==> src/hw/rtl/edmd_pkg.sv <==
// shared types and constants for the echo distance median dimmer
// used by edmd_ctrl, edmd_datapath and echo_distance_median_dimmer_top
package edmd_pkg;

    localparam int PULSE_W  = 16;
    localparam int DIST_W   = 15;
    localparam int CFG_W    = 10;
    localparam int CFG_IDX_W = 2;
    localparam int BRIGHT_W = 8;
    localparam int LEVEL_W  = 4;
    localparam int TDATA_W  = 24;
    localparam int TUSER_W  = 2;

    // q4 cm per microsecond, as multiply then shift
    localparam logic [9:0] SPEED_MUL   = 10'd557;
    localparam int         SPEED_SHIFT = 11;

    localparam logic [CFG_IDX_W-1:0] REG_SENSOR_ENABLED = 2'd0;
    localparam logic [CFG_IDX_W-1:0] REG_MIN_DISTANCE   = 2'd1;
    localparam logic [CFG_IDX_W-1:0] REG_MAX_DISTANCE   = 2'd2;
    localparam logic [CFG_IDX_W-1:0] REG_HOLD_DISTANCE  = 2'd3;

    localparam logic [CFG_W-1:0] MIN_DISTANCE_RST  = 10'd10;
    localparam logic [CFG_W-1:0] MAX_DISTANCE_RST  = 10'd100;
    localparam logic [CFG_W-1:0] HOLD_DISTANCE_RST = 10'd150;

    localparam logic [LEVEL_W-1:0] LEVEL_MAX = 4'd8;
    localparam int                 DIV_STEPS = 3;

    typedef enum logic [3:0] {
        ST_IDLE,
        ST_CHECK,
        ST_RANK,
        ST_DRAIN,
        ST_MEDIAN,
        ST_MAP,
        ST_DIV,
        ST_APPLY,
        ST_EMIT
    } state_t;

    typedef struct packed {
        logic load;       // take input word, compute distance
        logic insert;     // write sample into window
        logic reject;     // sample refused
        logic rank_step;  // compare window against one candidate
        logic median;     // form median from middle values
        logic div_start;  // level needs a division
        logic map_fixed;  // level is zero or eight
        logic div_step;   // one quotient bit
        logic apply;      // update brightness
        logic emit;       // load output register
    } cmd_t;

    typedef struct packed {
        logic sample_ok;
        logic rank_last;
        logic below_hold;
        logic needs_div;
        logic div_last;
        logic out_free;
    } stat_t;

    // level*255/8
    function automatic logic [BRIGHT_W-1:0] bright_of(input logic [LEVEL_W-1:0] level);
        logic [BRIGHT_W-1:0] b;
        case (level)
            4'd0:    b = 8'd0;
            4'd1:    b = 8'd31;
            4'd2:    b = 8'd63;
            4'd3:    b = 8'd95;
            4'd4:    b = 8'd127;
            4'd5:    b = 8'd159;
            4'd6:    b = 8'd191;
            4'd7:    b = 8'd223;
            4'd8:    b = 8'd255;
            default: b = 8'd0;
        endcase
        return b;
    endfunction

endpackage

==> src/hw/rtl/edmd_ctrl.sv <==
// sequencing state machine for the echo distance median dimmer
// depends on edmd_pkg; drives edmd_datapath through cmd_t / stat_t
module edmd_ctrl (
    input  logic           clk,
    input  logic           rst_n,
    input  edmd_pkg::stat_t stat,
    input  logic           valid,
    output edmd_pkg::cmd_t  cmd
);
    import edmd_pkg::*;

    state_t state_reg;
    state_t state_next;

    always_ff @(posedge clk or negedge rst_n)
    begin
        if (!rst_n)
        begin
            state_reg <= ST_IDLE;
        end
        else
        begin
            state_reg <= state_next;
        end
    end

    always_comb
    begin
        state_next = state_reg;
        cmd        = '0;
        case (state_reg)
            ST_IDLE:
            begin
                cmd.load = 1'b1;
                if (valid)
                begin
                    state_next = ST_CHECK;
                end
            end
            ST_CHECK:
            begin
                if (stat.sample_ok)
                begin
                    cmd.insert = 1'b1;
                    state_next = ST_RANK;
                end
                else
                begin
                    cmd.reject = 1'b1;
                    state_next = ST_EMIT;
                end
            end
            ST_RANK:
            begin
                cmd.rank_step = 1'b1;
                if (stat.rank_last)
                begin
                    state_next = ST_DRAIN;
                end
            end
            ST_DRAIN:
            begin
                // last candidate is counted in this cycle
                state_next = ST_MEDIAN;
            end
            ST_MEDIAN:
            begin
                cmd.median = 1'b1;
                state_next = ST_MAP;
            end
            ST_MAP:
            begin
                if (!stat.below_hold)
                begin
                    state_next = ST_EMIT;
                end
                else if (stat.needs_div)
                begin
                    cmd.div_start = 1'b1;
                    state_next    = ST_DIV;
                end
                else
                begin
                    cmd.map_fixed = 1'b1;
                    state_next    = ST_APPLY;
                end
            end
            ST_DIV:
            begin
                cmd.div_step = 1'b1;
                if (stat.div_last)
                begin
                    state_next = ST_APPLY;
                end
            end
            ST_APPLY:
            begin
                cmd.apply  = 1'b1;
                state_next = ST_EMIT;
            end
            ST_EMIT:
            begin
                if (stat.out_free)
                begin
                    cmd.emit   = 1'b1;
                    state_next = ST_IDLE;
                end
            end
            default:
            begin
                state_next = ST_IDLE;
            end
        endcase
    end

endmodule

==> src/hw/rtl/edmd_datapath.sv <==
// datapath: config registers, sample window, rank counter, level divider, output register
// depends on edmd_pkg; commanded by edmd_ctrl
module edmd_datapath #(
    parameter int WINDOW = 8
) (
    input  logic                               clk,
    input  logic                               rst_n,
    input  edmd_pkg::cmd_t                     cmd,
    output edmd_pkg::stat_t                    stat,
    input  logic [edmd_pkg::PULSE_W-1:0]       pulse,
    input  logic                               cfg_we,
    input  logic [edmd_pkg::CFG_IDX_W-1:0]     cfg_index,
    input  logic [edmd_pkg::CFG_W-1:0]         cfg_data,
    input  logic                               out_ready,
    output logic                               out_valid,
    output logic [edmd_pkg::TDATA_W-1:0]       out_data,
    output logic [edmd_pkg::TUSER_W-1:0]       out_user
);
    import edmd_pkg::*;

    localparam int IDX_W = (WINDOW > 1) ? $clog2(WINDOW) : 1;
    localparam int CNT_W = $clog2(WINDOW + 1);
    localparam int PROD_W = PULSE_W + 10;

    // configuration
    logic             enabled_reg;
    logic [CFG_W-1:0] min_reg;
    logic [CFG_W-1:0] max_reg;
    logic [CFG_W-1:0] hold_reg;

    always_ff @(posedge clk or negedge rst_n)
    begin
        if (!rst_n)
        begin
            enabled_reg <= 1'b0;
            min_reg     <= MIN_DISTANCE_RST;
            max_reg     <= MAX_DISTANCE_RST;
            hold_reg    <= HOLD_DISTANCE_RST;
        end
        else if (cfg_we)
        begin
            case (cfg_index)
                REG_SENSOR_ENABLED: enabled_reg <= cfg_data[0];
                REG_MIN_DISTANCE:   min_reg     <= cfg_data;
                REG_MAX_DISTANCE:   max_reg     <= cfg_data;
                REG_HOLD_DISTANCE:  hold_reg    <= cfg_data;
                default:            ;
            endcase
        end
    end

    // distance conversion
    logic [PROD_W-1:0] prod;
    logic [DIST_W-1:0] dist_reg;

    assign prod = PROD_W'(pulse) * PROD_W'(SPEED_MUL);

    always_ff @(posedge clk)
    begin
        if (cmd.load)
        begin
            dist_reg <= prod[SPEED_SHIFT +: DIST_W];
        end
    end

    // window; slots 0..fill-1 always hold the samples
    logic [DIST_W-1:0] win_reg [WINDOW];
    logic [CNT_W-1:0]  fill_reg;
    logic [IDX_W-1:0]  oldest_reg;
    logic              full;
    logic [IDX_W-1:0]  slot;

    assign full = (fill_reg == CNT_W'(WINDOW));
    assign slot = full ? oldest_reg : fill_reg[IDX_W-1:0];

    always_ff @(posedge clk)
    begin
        if (cmd.insert)
        begin
            win_reg[slot] <= dist_reg;
        end
    end

    always_ff @(posedge clk or negedge rst_n)
    begin
        if (!rst_n)
        begin
            fill_reg   <= '0;
            oldest_reg <= '0;
        end
        else if (cmd.insert)
        begin
            if (!full)
            begin
                fill_reg <= fill_reg + 1'b1;
            end
            else if (oldest_reg == IDX_W'(WINDOW - 1))
            begin
                oldest_reg <= '0;
            end
            else
            begin
                oldest_reg <= oldest_reg + 1'b1;
            end
        end
    end

    // rank pass: compare stage then count stage
    logic [IDX_W-1:0]  rank_idx_reg;
    logic [DIST_W-1:0] cand;
    logic [WINDOW-1:0] lt_mask;
    logic [WINDOW-1:0] le_mask;
    logic [WINDOW-1:0] lt_mask_reg;
    logic [WINDOW-1:0] le_mask_reg;
    logic [DIST_W-1:0] cand_reg;
    logic              cnt_pending_reg;
    logic [CNT_W-1:0]  lt_cnt;
    logic [CNT_W-1:0]  le_cnt;
    logic [CNT_W-1:0]  k_hi;
    logic [CNT_W-1:0]  k_lo;
    logic [DIST_W-1:0] mid_lo_reg;
    logic [DIST_W-1:0] mid_hi_reg;

    assign cand = win_reg[rank_idx_reg];

    always_comb
    begin
        for (int j = 0; j < WINDOW; j++)
        begin
            lt_mask[j] = (CNT_W'(j) < fill_reg) && (win_reg[j] < cand);
            le_mask[j] = (CNT_W'(j) < fill_reg) && (win_reg[j] <= cand);
        end
    end

    always_comb
    begin
        lt_cnt = '0;
        le_cnt = '0;
        for (int j = 0; j < WINDOW; j++)
        begin
            lt_cnt = lt_cnt + CNT_W'(lt_mask_reg[j]);
            le_cnt = le_cnt + CNT_W'(le_mask_reg[j]);
        end
    end

    // middle positions of the sorted window
    assign k_hi = fill_reg >> 1;
    assign k_lo = fill_reg[0] ? k_hi : k_hi - 1'b1;

    always_ff @(posedge clk or negedge rst_n)
    begin
        if (!rst_n)
        begin
            rank_idx_reg    <= '0;
            cnt_pending_reg <= 1'b0;
        end
        else
        begin
            cnt_pending_reg <= cmd.rank_step;
            if (cmd.insert)
            begin
                rank_idx_reg <= '0;
            end
            else if (cmd.rank_step)
            begin
                rank_idx_reg <= rank_idx_reg + 1'b1;
            end
        end
    end

    always_ff @(posedge clk)
    begin
        if (cmd.rank_step)
        begin
            lt_mask_reg <= lt_mask;
            le_mask_reg <= le_mask;
            cand_reg    <= cand;
        end
        if (cnt_pending_reg)
        begin
            // candidate covers sorted positions lt_cnt .. le_cnt-1
            if ((lt_cnt <= k_lo) && (k_lo < le_cnt))
            begin
                mid_lo_reg <= cand_reg;
            end
            if ((lt_cnt <= k_hi) && (k_hi < le_cnt))
            begin
                mid_hi_reg <= cand_reg;
            end
        end
    end

    // median, level mapping and brightness
    logic [DIST_W:0]     mid_sum;
    logic [DIST_W-1:0]   median_reg;
    logic [DIST_W-1:0]   lo_q4;
    logic [DIST_W-1:0]   hi_q4;
    logic [DIST_W-1:0]   hold_q4;
    logic [DIST_W-1:0]   span;
    logic [DIST_W-1:0]   rem_reg;
    logic [DIST_W:0]     rem_shift;
    logic                q_bit;
    logic [1:0]          div_cnt_reg;
    logic [LEVEL_W-1:0]  level_reg;
    logic [BRIGHT_W-1:0] bright_reg;
    logic [BRIGHT_W-1:0] bright_new;
    logic                valid_flag_reg;
    logic                changed_flag_reg;

    assign mid_sum   = {1'b0, mid_lo_reg} + {1'b0, mid_hi_reg};
    assign lo_q4     = {1'b0, min_reg, 4'b0000};
    assign hi_q4     = {1'b0, max_reg, 4'b0000};
    assign hold_q4   = {1'b0, hold_reg, 4'b0000};
    assign span      = hi_q4 - lo_q4;
    assign rem_shift = {rem_reg, 1'b0};
    assign q_bit     = (rem_shift >= {1'b0, span});
    assign bright_new = bright_of(level_reg);

    always_ff @(posedge clk or negedge rst_n)
    begin
        if (!rst_n)
        begin
            median_reg       <= '0;
            bright_reg       <= '0;
            div_cnt_reg      <= '0;
            valid_flag_reg   <= 1'b0;
            changed_flag_reg <= 1'b0;
        end
        else
        begin
            if (cmd.reject)
            begin
                valid_flag_reg   <= 1'b0;
                changed_flag_reg <= 1'b0;
            end
            if (cmd.insert)
            begin
                valid_flag_reg   <= 1'b1;
                changed_flag_reg <= 1'b0;
            end
            if (cmd.median)
            begin
                median_reg <= mid_sum[DIST_W:1];
            end
            if (cmd.div_start)
            begin
                div_cnt_reg <= '0;
            end
            else if (cmd.div_step)
            begin
                div_cnt_reg <= div_cnt_reg + 1'b1;
            end
            if (cmd.apply && (bright_new != bright_reg))
            begin
                bright_reg       <= bright_new;
                changed_flag_reg <= 1'b1;
            end
        end
    end

    // restoring division: remainder stays below span, quotient below eight
    always_ff @(posedge clk)
    begin
        if (cmd.map_fixed)
        begin
            level_reg <= (median_reg <= lo_q4) ? '0 : LEVEL_MAX;
        end
        else if (cmd.div_start)
        begin
            rem_reg   <= median_reg - lo_q4;
            level_reg <= '0;
        end
        else if (cmd.div_step)
        begin
            rem_reg   <= q_bit ? DIST_W'(rem_shift - {1'b0, span}) : rem_shift[DIST_W-1:0];
            level_reg <= {level_reg[LEVEL_W-2:0], q_bit};
        end
    end

    // output register
    logic                out_valid_reg;
    logic [TDATA_W-1:0]  out_data_reg;
    logic [TUSER_W-1:0]  out_user_reg;

    always_ff @(posedge clk or negedge rst_n)
    begin
        if (!rst_n)
        begin
            out_valid_reg <= 1'b0;
        end
        else if (cmd.emit)
        begin
            out_valid_reg <= 1'b1;
        end
        else if (out_ready)
        begin
            out_valid_reg <= 1'b0;
        end
    end

    always_ff @(posedge clk)
    begin
        if (cmd.emit)
        begin
            out_data_reg <= {1'b0, bright_reg, median_reg};
            out_user_reg <= {changed_flag_reg, valid_flag_reg};
        end
    end

    assign out_valid = out_valid_reg;
    assign out_data  = out_data_reg;
    assign out_user  = out_user_reg;

    // status
    assign stat.sample_ok  = enabled_reg && (dist_reg != '0);
    assign stat.rank_last  = (CNT_W'(rank_idx_reg) == fill_reg - 1'b1);
    assign stat.below_hold = (median_reg < hold_q4);
    assign stat.needs_div  = (median_reg > lo_q4) && (median_reg < hi_q4);
    assign stat.div_last   = (div_cnt_reg == 2'(DIV_STEPS - 1));
    assign stat.out_free   = !out_valid_reg || out_ready;

endmodule

==> src/hw/rtl/echo_distance_median_dimmer_top.sv <==
// channel    dir  signals                               word
// s_axis     in   s_axis_tvalid/tready/tdata            echo pulse width, us
// m_axis     out  m_axis_tvalid/tready/tdata/tuser      median, brightness, flags
// cfg        in   cfg_valid/cfg_ready/cfg_index/data    register write
//
// per word, n = fill count after the insert: a rejected word goes from check to emit;
// an accepted word runs the rank pass over n candidates and forms the median, then emits at
// or above hold, or maps the level (fixed for zero or eight, else the divider) and applies it.
// the rank pass compares one candidate per cycle; emit waits while the output word is held.
// rst_n clears the window fill count, median and brightness; cfg is always ready.
// the next word is taken while the previous result waits in the output register.
//
// top level: echo distance median dimmer; depends on edmd_pkg, edmd_ctrl, edmd_datapath
module echo_distance_median_dimmer_top #(
    parameter int WINDOW = 8
) (
    input  logic                               clk,
    input  logic                               rst_n,
    input  logic                               s_axis_tvalid,
    output logic                               s_axis_tready,
    input  logic [edmd_pkg::PULSE_W-1:0]       s_axis_tdata,   // [15:0] pulse_width_us
    output logic                               m_axis_tvalid,
    input  logic                               m_axis_tready,
    output logic [edmd_pkg::TDATA_W-1:0]       m_axis_tdata,   // [14:0] median_distance,
                                                               // [22:15] brightness_out, [23] zero
    output logic [edmd_pkg::TUSER_W-1:0]       m_axis_tuser,   // [0] sample_valid,
                                                               // [1] brightness_changed
    input  logic                               cfg_valid,
    output logic                               cfg_ready,
    input  logic [edmd_pkg::CFG_IDX_W-1:0]     cfg_index,
    input  logic [edmd_pkg::CFG_W-1:0]         cfg_data
);
    import edmd_pkg::*;

    cmd_t  cmd;
    stat_t stat;
    logic  in_take;

    assign s_axis_tready = cmd.load;
    assign cfg_ready     = 1'b1;

    // the controller waits in idle until a word arrives
    cmd_t cmd_gated;
    always_comb
    begin
        cmd_gated      = cmd;
        cmd_gated.load = in_take;
    end
    assign in_take = cmd.load && s_axis_tvalid;

    edmd_ctrl u_ctrl (
        .clk   (clk),
        .rst_n (rst_n),
        .stat  (stat),
        .valid (s_axis_tvalid),
        .cmd   (cmd)
    );

    edmd_datapath #(
        .WINDOW (WINDOW)
    ) u_datapath (
        .clk       (clk),
        .rst_n     (rst_n),
        .cmd       (cmd_gated),
        .stat      (stat),
        .pulse     (s_axis_tdata),
        .cfg_we    (cfg_valid),
        .cfg_index (cfg_index),
        .cfg_data  (cfg_data),
        .out_ready (m_axis_tready),
        .out_valid (m_axis_tvalid),
        .out_data  (m_axis_tdata),
        .out_user  (m_axis_tuser)
    );

endmodule
==> config.mk <==
export PLATFORM = sky130hd
export DESIGN_NAME = echo_distance_median_dimmer_top
export DESIGN_NICKNAME = d
export VERILOG_FILES = /design/src/hw/rtl/edmd_pkg.sv /design/src/hw/rtl/edmd_ctrl.sv /design/src/hw/rtl/edmd_datapath.sv /design/src/hw/rtl/echo_distance_median_dimmer_top.sv
export SDC_FILE = /design/constraint.sdc
export NUM_CORES = 1
export LEC_CHECK = 0
export ABC_AREA = 1
export BUFFER_PORTS_ARGS = -buffer_cell sky130_fd_sc_hd__buf_2
export CORE_ASPECT_RATIO = 0.8
export CORE_MARGIN = 3
export CORE_UTILIZATION = 24
export CTS_CLUSTER_SIZE = 25
export DETAILED_ROUTE_END_ITERATION = 7
export PLACE_DENSITY_LB_ADDON = 0.08
export SYNTH_ARGS = -nofsm -noshare
export SYNTH_HDL_FRONTEND = slang
export SYNTH_SLANG_ARGS = --single-unit
==> constraint.sdc <==
create_clock -name clk -period 6.7 [get_ports clk]
set_input_delay 1.34 -clock clk [delete_from_list [all_inputs] [get_ports clk]]
set_output_delay 1.34 -clock clk [all_outputs]
set_load 0.05 [all_outputs]
==> flow_summary.yaml, run 1 <==
status:
  status: "complete, no violations"
floorplanning:
  dieArea_mm2: 0.09016
  die_y_um: 269.2
  core_mm2: 0.08487
  die_w_um: 335.0
  placement_rows: 95
  io_pins: 62
  start_util_pct: 24.48
route:
  drt_iter0_drc: 898
  wl_per_cell_um: 18.56
  num_vias: 15330
  drtAntennaViolNets: 0
  drt-vias-per-instance: 4.496
  drtPass1Iterations: 5
  dr.max_layer_used: "met4"
  met2WireLength_mm: 27.38
  wl_mm: 63.30
  met1_length_mm: 32.49
  met3_length_mm: 2.339
  drc: 0
pwr:
  power.total_mw: 11.09
  total_leakage_power_nw: 10.64
  power.density_mw_per_mm2: 468.3
  vdd_ir_drop_max_mv: 0.1735
global_route:
  grt_pass1_vias: 15740
  grt_pass1_wl_mm: 96.81
  grt-ovfl-total: 0
  grt_max_degree: 65
  antenna_found_initial: 1
  track_usage_pct: 14.01
worst_setup_path:
  worstPathRequired_ns: 7.02
  path_buf_inv: 3
  critPathLaunchType: "input pin"
  slowest_delay_ns: 0.55
  cp_num_cells: 18
  worst_path_max_delay_cell: "fa_1"
  path_cells: "buf_2 -> ha_1 -> ha_1 -> fa_1 -> fa_1 -> inv_1 -> fa_1 -> inv_1 -> ha_1 -> nand2_1 -> nor4_1 -> nand2_1 -> nand2_1 -> nand2_1 -> nand2_1 -> nand2_1 -> nand3_1 -> nand2_1"
  path_delay_family: "adder cells"
  path_class: "input pin to register"
  worstPathMaxFanout: 5
  path_common_cell: "nand2_1"
  arrival_ns: 5.18
  rr_worst_depth: 15
  crit_path_end_kind: "register"
timing:
  setup_viol: 0
  rsz0062_at_grt: "false"
  clock-skew-final_ns: 0.03258
  fin_ws_ns: 1.839
  whs_ns: 0.4372
  slew_headroom_pct: 33.90
  tns_ns: 0
  drv_slew: 0
  period_share_pct: 72.56
  hold_viol: 0
  timing.final.crit_period_ns: 4.861
  worst_slew_pin_slew_ns: 0.9811
  fmax_mhz: 205.7
finish:
  finalInstanceArea_mm2: 0.02368
  fin_util_pct: 27.90
  final_nets: 2643
  drive_gt1_share_pct: 8.021
  stdcell_count: 3410
  nFillCells: 9072
  syn_to_final_growth_pct: 13.98
  largest_reg_flops: 120
clock_network:
  clockBufferDepth: 3
  cts_buffers: 40
  cts_setup_buffers: 0
  cts_resized: 0
  cts_sinks: 310
  ctsHoldBuffers: 0
  cts_tree: "done"
  clk_pin_slew_ns: 0.06
  h-tree-depth: 2
  clkLatencyLatePin_ns: 0.56
  root_buffer: "clkbuf_16"
logic_synthesis:
  yosys.cell_types.count: 63
  syn-num-nets: 2564
  synth.most_common_cell: "nand2_1"
  syn_avg_cell_area_um2: 9.509
  synth_edf_count: 236
  synth_seq_area_share_pct: 42.98
  synth-async-reset-ratio_pct: 22.58
  synth_flop_cell: "edfxtp_1"
  synthCells: 2185
  yosysTopAreaCellShare_pct: 34.11
  ys_ff_latch: 310
  ys_top_cells_by_area: "edfxtp_1 34%, ha_1 18%, dfrtp_1 7.3%"
  yosys.area.top_type: "edfxtp_1"
  yosys-top-cells-count: "361 x nand2_1, 307 x inv_1, 301 x ha_1"
  synth_warnings: 0
  syn_area_mm2: 0.02078
place:
  dpl_cell_area_mm2: 0.02245
  dp.final_hpwl_mm: 49.03
  dpl_worst_slack_ns: 1.236
  place_congestion: 0.8185
  port_buffers: 59
  dpl.cell_count: 3337
run:
  drv_cap: 0
hold_path:
  min_path_type: "register to register"
  whs_path_depth: 0
==> placed cells by master (no fill, tap or decap), types with 11 or more instances in the layout <==
cell and count:
a21oi_1 137, o21ai_1 12, xnor2_1 26, nand3_1 85, nor3_1 27, nor2_1 150
o21ai_0 188, o22ai_1 30, ha_1 301, buf_2 58, dfrtp_1 59, buf_4 23
nand2_1 361, inv_1 307, xor2_1 26, nand4_1 18, clkinv_2 11, fa_1 45
o211ai_1 11, edfxtp_1 236, clkbuf_16 43
==> power by group <==
part           internal, mW  total (mW)  switching (mW)
clock network          1.19        2.06           0.869
logic                  2.02        5.96            3.93
registers              2.66        3.08           0.414
total                  5.88        11.1            5.21
==> final cells by class <==
| type | count | area (um2) | share of cell area (%) |
|---|---|---|---|
| Antenna cell | 1 | 2.502 | 0.01057 |
| Tap cell | 1115 | 1395 | 5.891 |
| Sequential cell | 310 | 8932 | 37.72 |
| Clock inverter | 18 | 93.84 | 0.3963 |
| Multi-Input combinational cell | 1517 | 10480 | 44.25 |
| Timing Repair Buffer | 81 | 462.9 | 1.955 |
| Inverter | 314 | 1179 | 4.977 |
| Clock buffer | 54 | 1137 | 4.803 |
==> logic make-up (layout without fill, tap and decap cells) <==
family,count (synthesis),after routing,synth area share [%]
other,2,3,0.03615
buffers and inverters,358,467,6.673
and+or+nand+nor,682,682,13.98
DFF,310,310,42.98
AOI/OAI and AO/OA,434,434,11.62
adders and majority gates,346,346,22.46
xor gates and xnor gates,52,52,2.192
muxes,1,1,0.05420
==> path summary, 6_finish.rpt <==
path                                             from                         end  slack, ns
hold reg to reg               u_datapath.cand_reg[12]   u_datapath.mid_hi_reg[12]       0.44
min in group asynchronous                       rst_n    u_datapath.median_reg[3]       0.63
setup / recovery                      s_axis_tdata[8]      u_datapath.dist_reg[8]       1.84
hold / removal                u_datapath.cand_reg[12]   u_datapath.mid_hi_reg[12]       0.44
setup reg to reg           u_datapath.rank_idx_reg[1]   u_datapath.le_mask_reg[1]       2.15
max in group asynchronous                       rst_n  u_datapath.rank_idx_reg[0]       4.97
==> routing by layer <==
metal | global-route usage (%) | up-vias
li1 | - | 7680
met1 | 20.68 | 7382
met2 | 21.70 | 211
met3 | 1.824 | 59
met4 | 3.181 | 0
met5 | 0 | -
Power figures use the tool's default switching activity.
==> run 2: changes to the inputs <==
Clock period 6.7 ns to 5.1 ns, I/O delays scaled along.
==> flow_summary.yaml, run 2 (same netlist as run 1, synthesis figures left out) <==
worst_setup_path:
  path_class: "register to register"
  path_delay_family: "simple AND/OR/NAND/NOR gates"
  worst_path_max_delay_cell: "dfrtp_1"
  slowest_delay_ns: 0.44
  startpoint: "u_datapath.min_reg[0]"
  path_buf_inv: 2
  crit_path_end_kind: "register"
  r2r_end: "u_datapath.bright_new[6]"
  path_common_cell: "nand2_1"
  worstPathMaxFanout: 11
  rr_worst_depth: 22
  path_cells: "ha_1 -> fa_1 -> o21ai_0 -> nand2_1 -> o211ai_1 -> a21oi_1 -> o21bai_1 -> ha_1 -> inv_1 -> nor2_1 -> nand2_1 -> nand2_1 -> a21oi_1 -> nand3_2 -> nand2_1 -> nand2_1 -> nand2_1 -> ha_1 -> inv_1 -> nor2_1 -> nand3_1 -> nand2_1"
  timing.rr.start: "u_datapath.min_reg[0]"
  critPathLaunchType: "register"
  arrival_ns: 4.95
  r2r_slack_ns: 0.65
  worstPathRequired_ns: 5.60
clock_network:
  cts_buffers: 40
  root_buffer: "clkbuf_16"
  clkLatencyLatePin_ns: 0.57
  clockBufferDepth: 3
  cts_resized: 0
  cts_sinks: 310
  cts_tree: "done"
  clk_pin_slew_ns: 0.06
  h-tree-depth: 2
  cts_setup_buffers: 0
  ctsHoldBuffers: 0
timing:
  hold_viol: 0
  slew_headroom_pct: 46.60
  timing.final.crit_period_ns: 4.453
  period_share_pct: 87.32
  worst_slew_pin_slew_ns: 0.8001
  clock-skew-final_ns: 0.03304
  setup_viol: 0
  fmax_mhz: 224.6
  tns_ns: 0
  drv_slew: 0
  rsz0062_at_grt: "false"
route:
  drt-vias-per-instance: 4.492
  wl_per_cell_um: 18.50
  wl_mm: 63.41
  drt_iter0_drc: 936
  drtAntennaViolNets: 0
  drc: 0
  num_vias: 15400
  drtPass1Iterations: 5
global_route:
  gr-usage-met3_pct: 2.240
  grt-ovfl-total: 0
  antenna_found_initial: 2
  grt_max_degree: 65
  track_usage_pct: 14.18
  use_met2_pct: 21.44
  grt_pass1_wl_mm: 98.21
  grt_pass1_vias: 15800
  grt-busiest-layer: "met2"
  grtUsageMet1_pct: 21.01
place:
  dp.final_hpwl_mm: 49.75
  place_congestion: 0.8224
  port_buffers: 59
hold_path:
  whs_path_depth: 0
  hold_end: "u_datapath.mid_hi_reg[3]"
  min_path_type: "register to register"
  min_from: "u_datapath.cand_reg[3]"
pwr:
  total_leakage_power_nw: 10.71
  intPower_mw: 7.829
  switching_share_pct: 46.73
  vdd_ir_drop_max_mv: 0.2592
  seqPwrFrac_pct: 27.7
  comb_power_share_pct: 54.1
  power.density_mw_per_mm2: 617.1
  pwr-share-clk_pct: 18.2
  p_switching_mw: 6.868
finish:
  final_nets: 2661
  fin_util_pct: 28.06
  largest_reg_flops: 120
  drive_gt1_share_pct: 8.481
  mostFrequentLayoutCell: "nand2_1"
  syn_to_final_growth_pct: 14.62
  layout_common_cells: "361 x nand2_1, 307 x inv_1, 301 x ha_1"
floorplanning:
  dieArea_mm2: 0.09016
  core_mm2: 0.08487
  die_y_um: 269.2
  placement_rows: 95
  io_pins: 62
  start_util_pct: 24.48
  die_w_um: 335.0
status:
  status: "complete, no violations"
run:
  drv_cap: 0
-- run 2: cell types whose count changed in the layout (fill, tap and decap cells not counted), moves of 2 or more --
| cell | delta |
|---|---|
| clkbuf_16 | -2 |
| clkbuf_1 | +3 |
| clkinv_2 | -6 |
| buf_4 | +17 |
| inv_6 | +2 |
-- run 2: final cells by class --
| type | instances | area (um2) |
|---|---|---|
| Antenna cell | 1 | 2.502 |
| Clock buffer | 55 | 1099 |
| Clock inverter | 16 | 106.4 |
| Fill cell | 9031 | 61050 |
| Inverter | 314 | 1179 |
| Multi-Input combinational cell | 1517 | 10490 |
| Sequential cell | 310 | 8931 |
| Tap cell | 1115 | 1395 |
| Timing Repair Buffer | 99 | 610.6 |
-- run 2: per-layer routing --
metal | routed length, um | up-vias
met5 | 0 | -
met4 | 1310 | 0
met3 | 2666 | 71
met2 | 26920 | 233
met1 | 32520 | 7370
li1 | - | 7721
-- run 2: power by group through the flow --
stage,clock network (mW),registers [mW],logic [mW]
2_1_floorplan,0,3.93,5.36
3_3_place_gp,0,4.14,7.96
3_5_place_dp,0,4.14,8.01
4_1_cts,2.80,4.10,8.07
5_1_grt,2.90,4.15,9.20
6_report,2.68,4.07,7.95
-- run 2: metrics by stage --
step | std cells | power, mW | setup WS [ns] | hold WS (ns) | cell area [um2]
finish | 3427 | 14.70 | 0.6468 | 0.4461 | 23810
global route | 3426 | 16.25 | 0.3147 | 0.4642 | 23810
CTS | 3426 | 14.96 | 0.6694 | 0.4480 | 23810
detailed placement | 3355 | 12.15 | 0.04646 | 0.4338 | 22610
global placement | 3355 | 12.10 | 0.02717 | 0.4249 | 22610
floorplan | 2185 | 9.286 | 0.4450 | 0.4215 | 20780
-- run 2: how the worst max path moves through the flow --
stage	end	slack [ns]	cells past startpoint
6_report	u_datapath.bright_new[6]	0.65	22
5_1_grt	u_datapath.bright_new[7]	0.31	23
4_1_cts	u_datapath.dist_reg[8]	0.67	18
3_5_place_dp	u_datapath.dist_reg[8]	0.05	18
3_3_place_gp	u_datapath.dist_reg[8]	0.03	18
2_1_floorplan	u_datapath.dist_reg[8]	0.45	17
-- run 2: worst register-to-register path: stages, from the launching register on --
cell      delay (ns)
dfrtp_1         0.44
ha_1            0.24
fa_1            0.41
o21ai_0         0.42
nand2_1         0.09
o211ai_1        0.15
a21oi_1         0.11
o21bai_1        0.36
ha_1            0.35
inv_1           0.08
nor2_1          0.04
nand2_1         0.06
nand2_1         0.05
a21oi_1         0.14
nand3_2         0.39
nand2_1         0.25
nand2_1         0.07
nand2_1         0.17
ha_1            0.17
inv_1           0.04
nor2_1          0.13
nand3_1         0.15
nand2_1         0.10
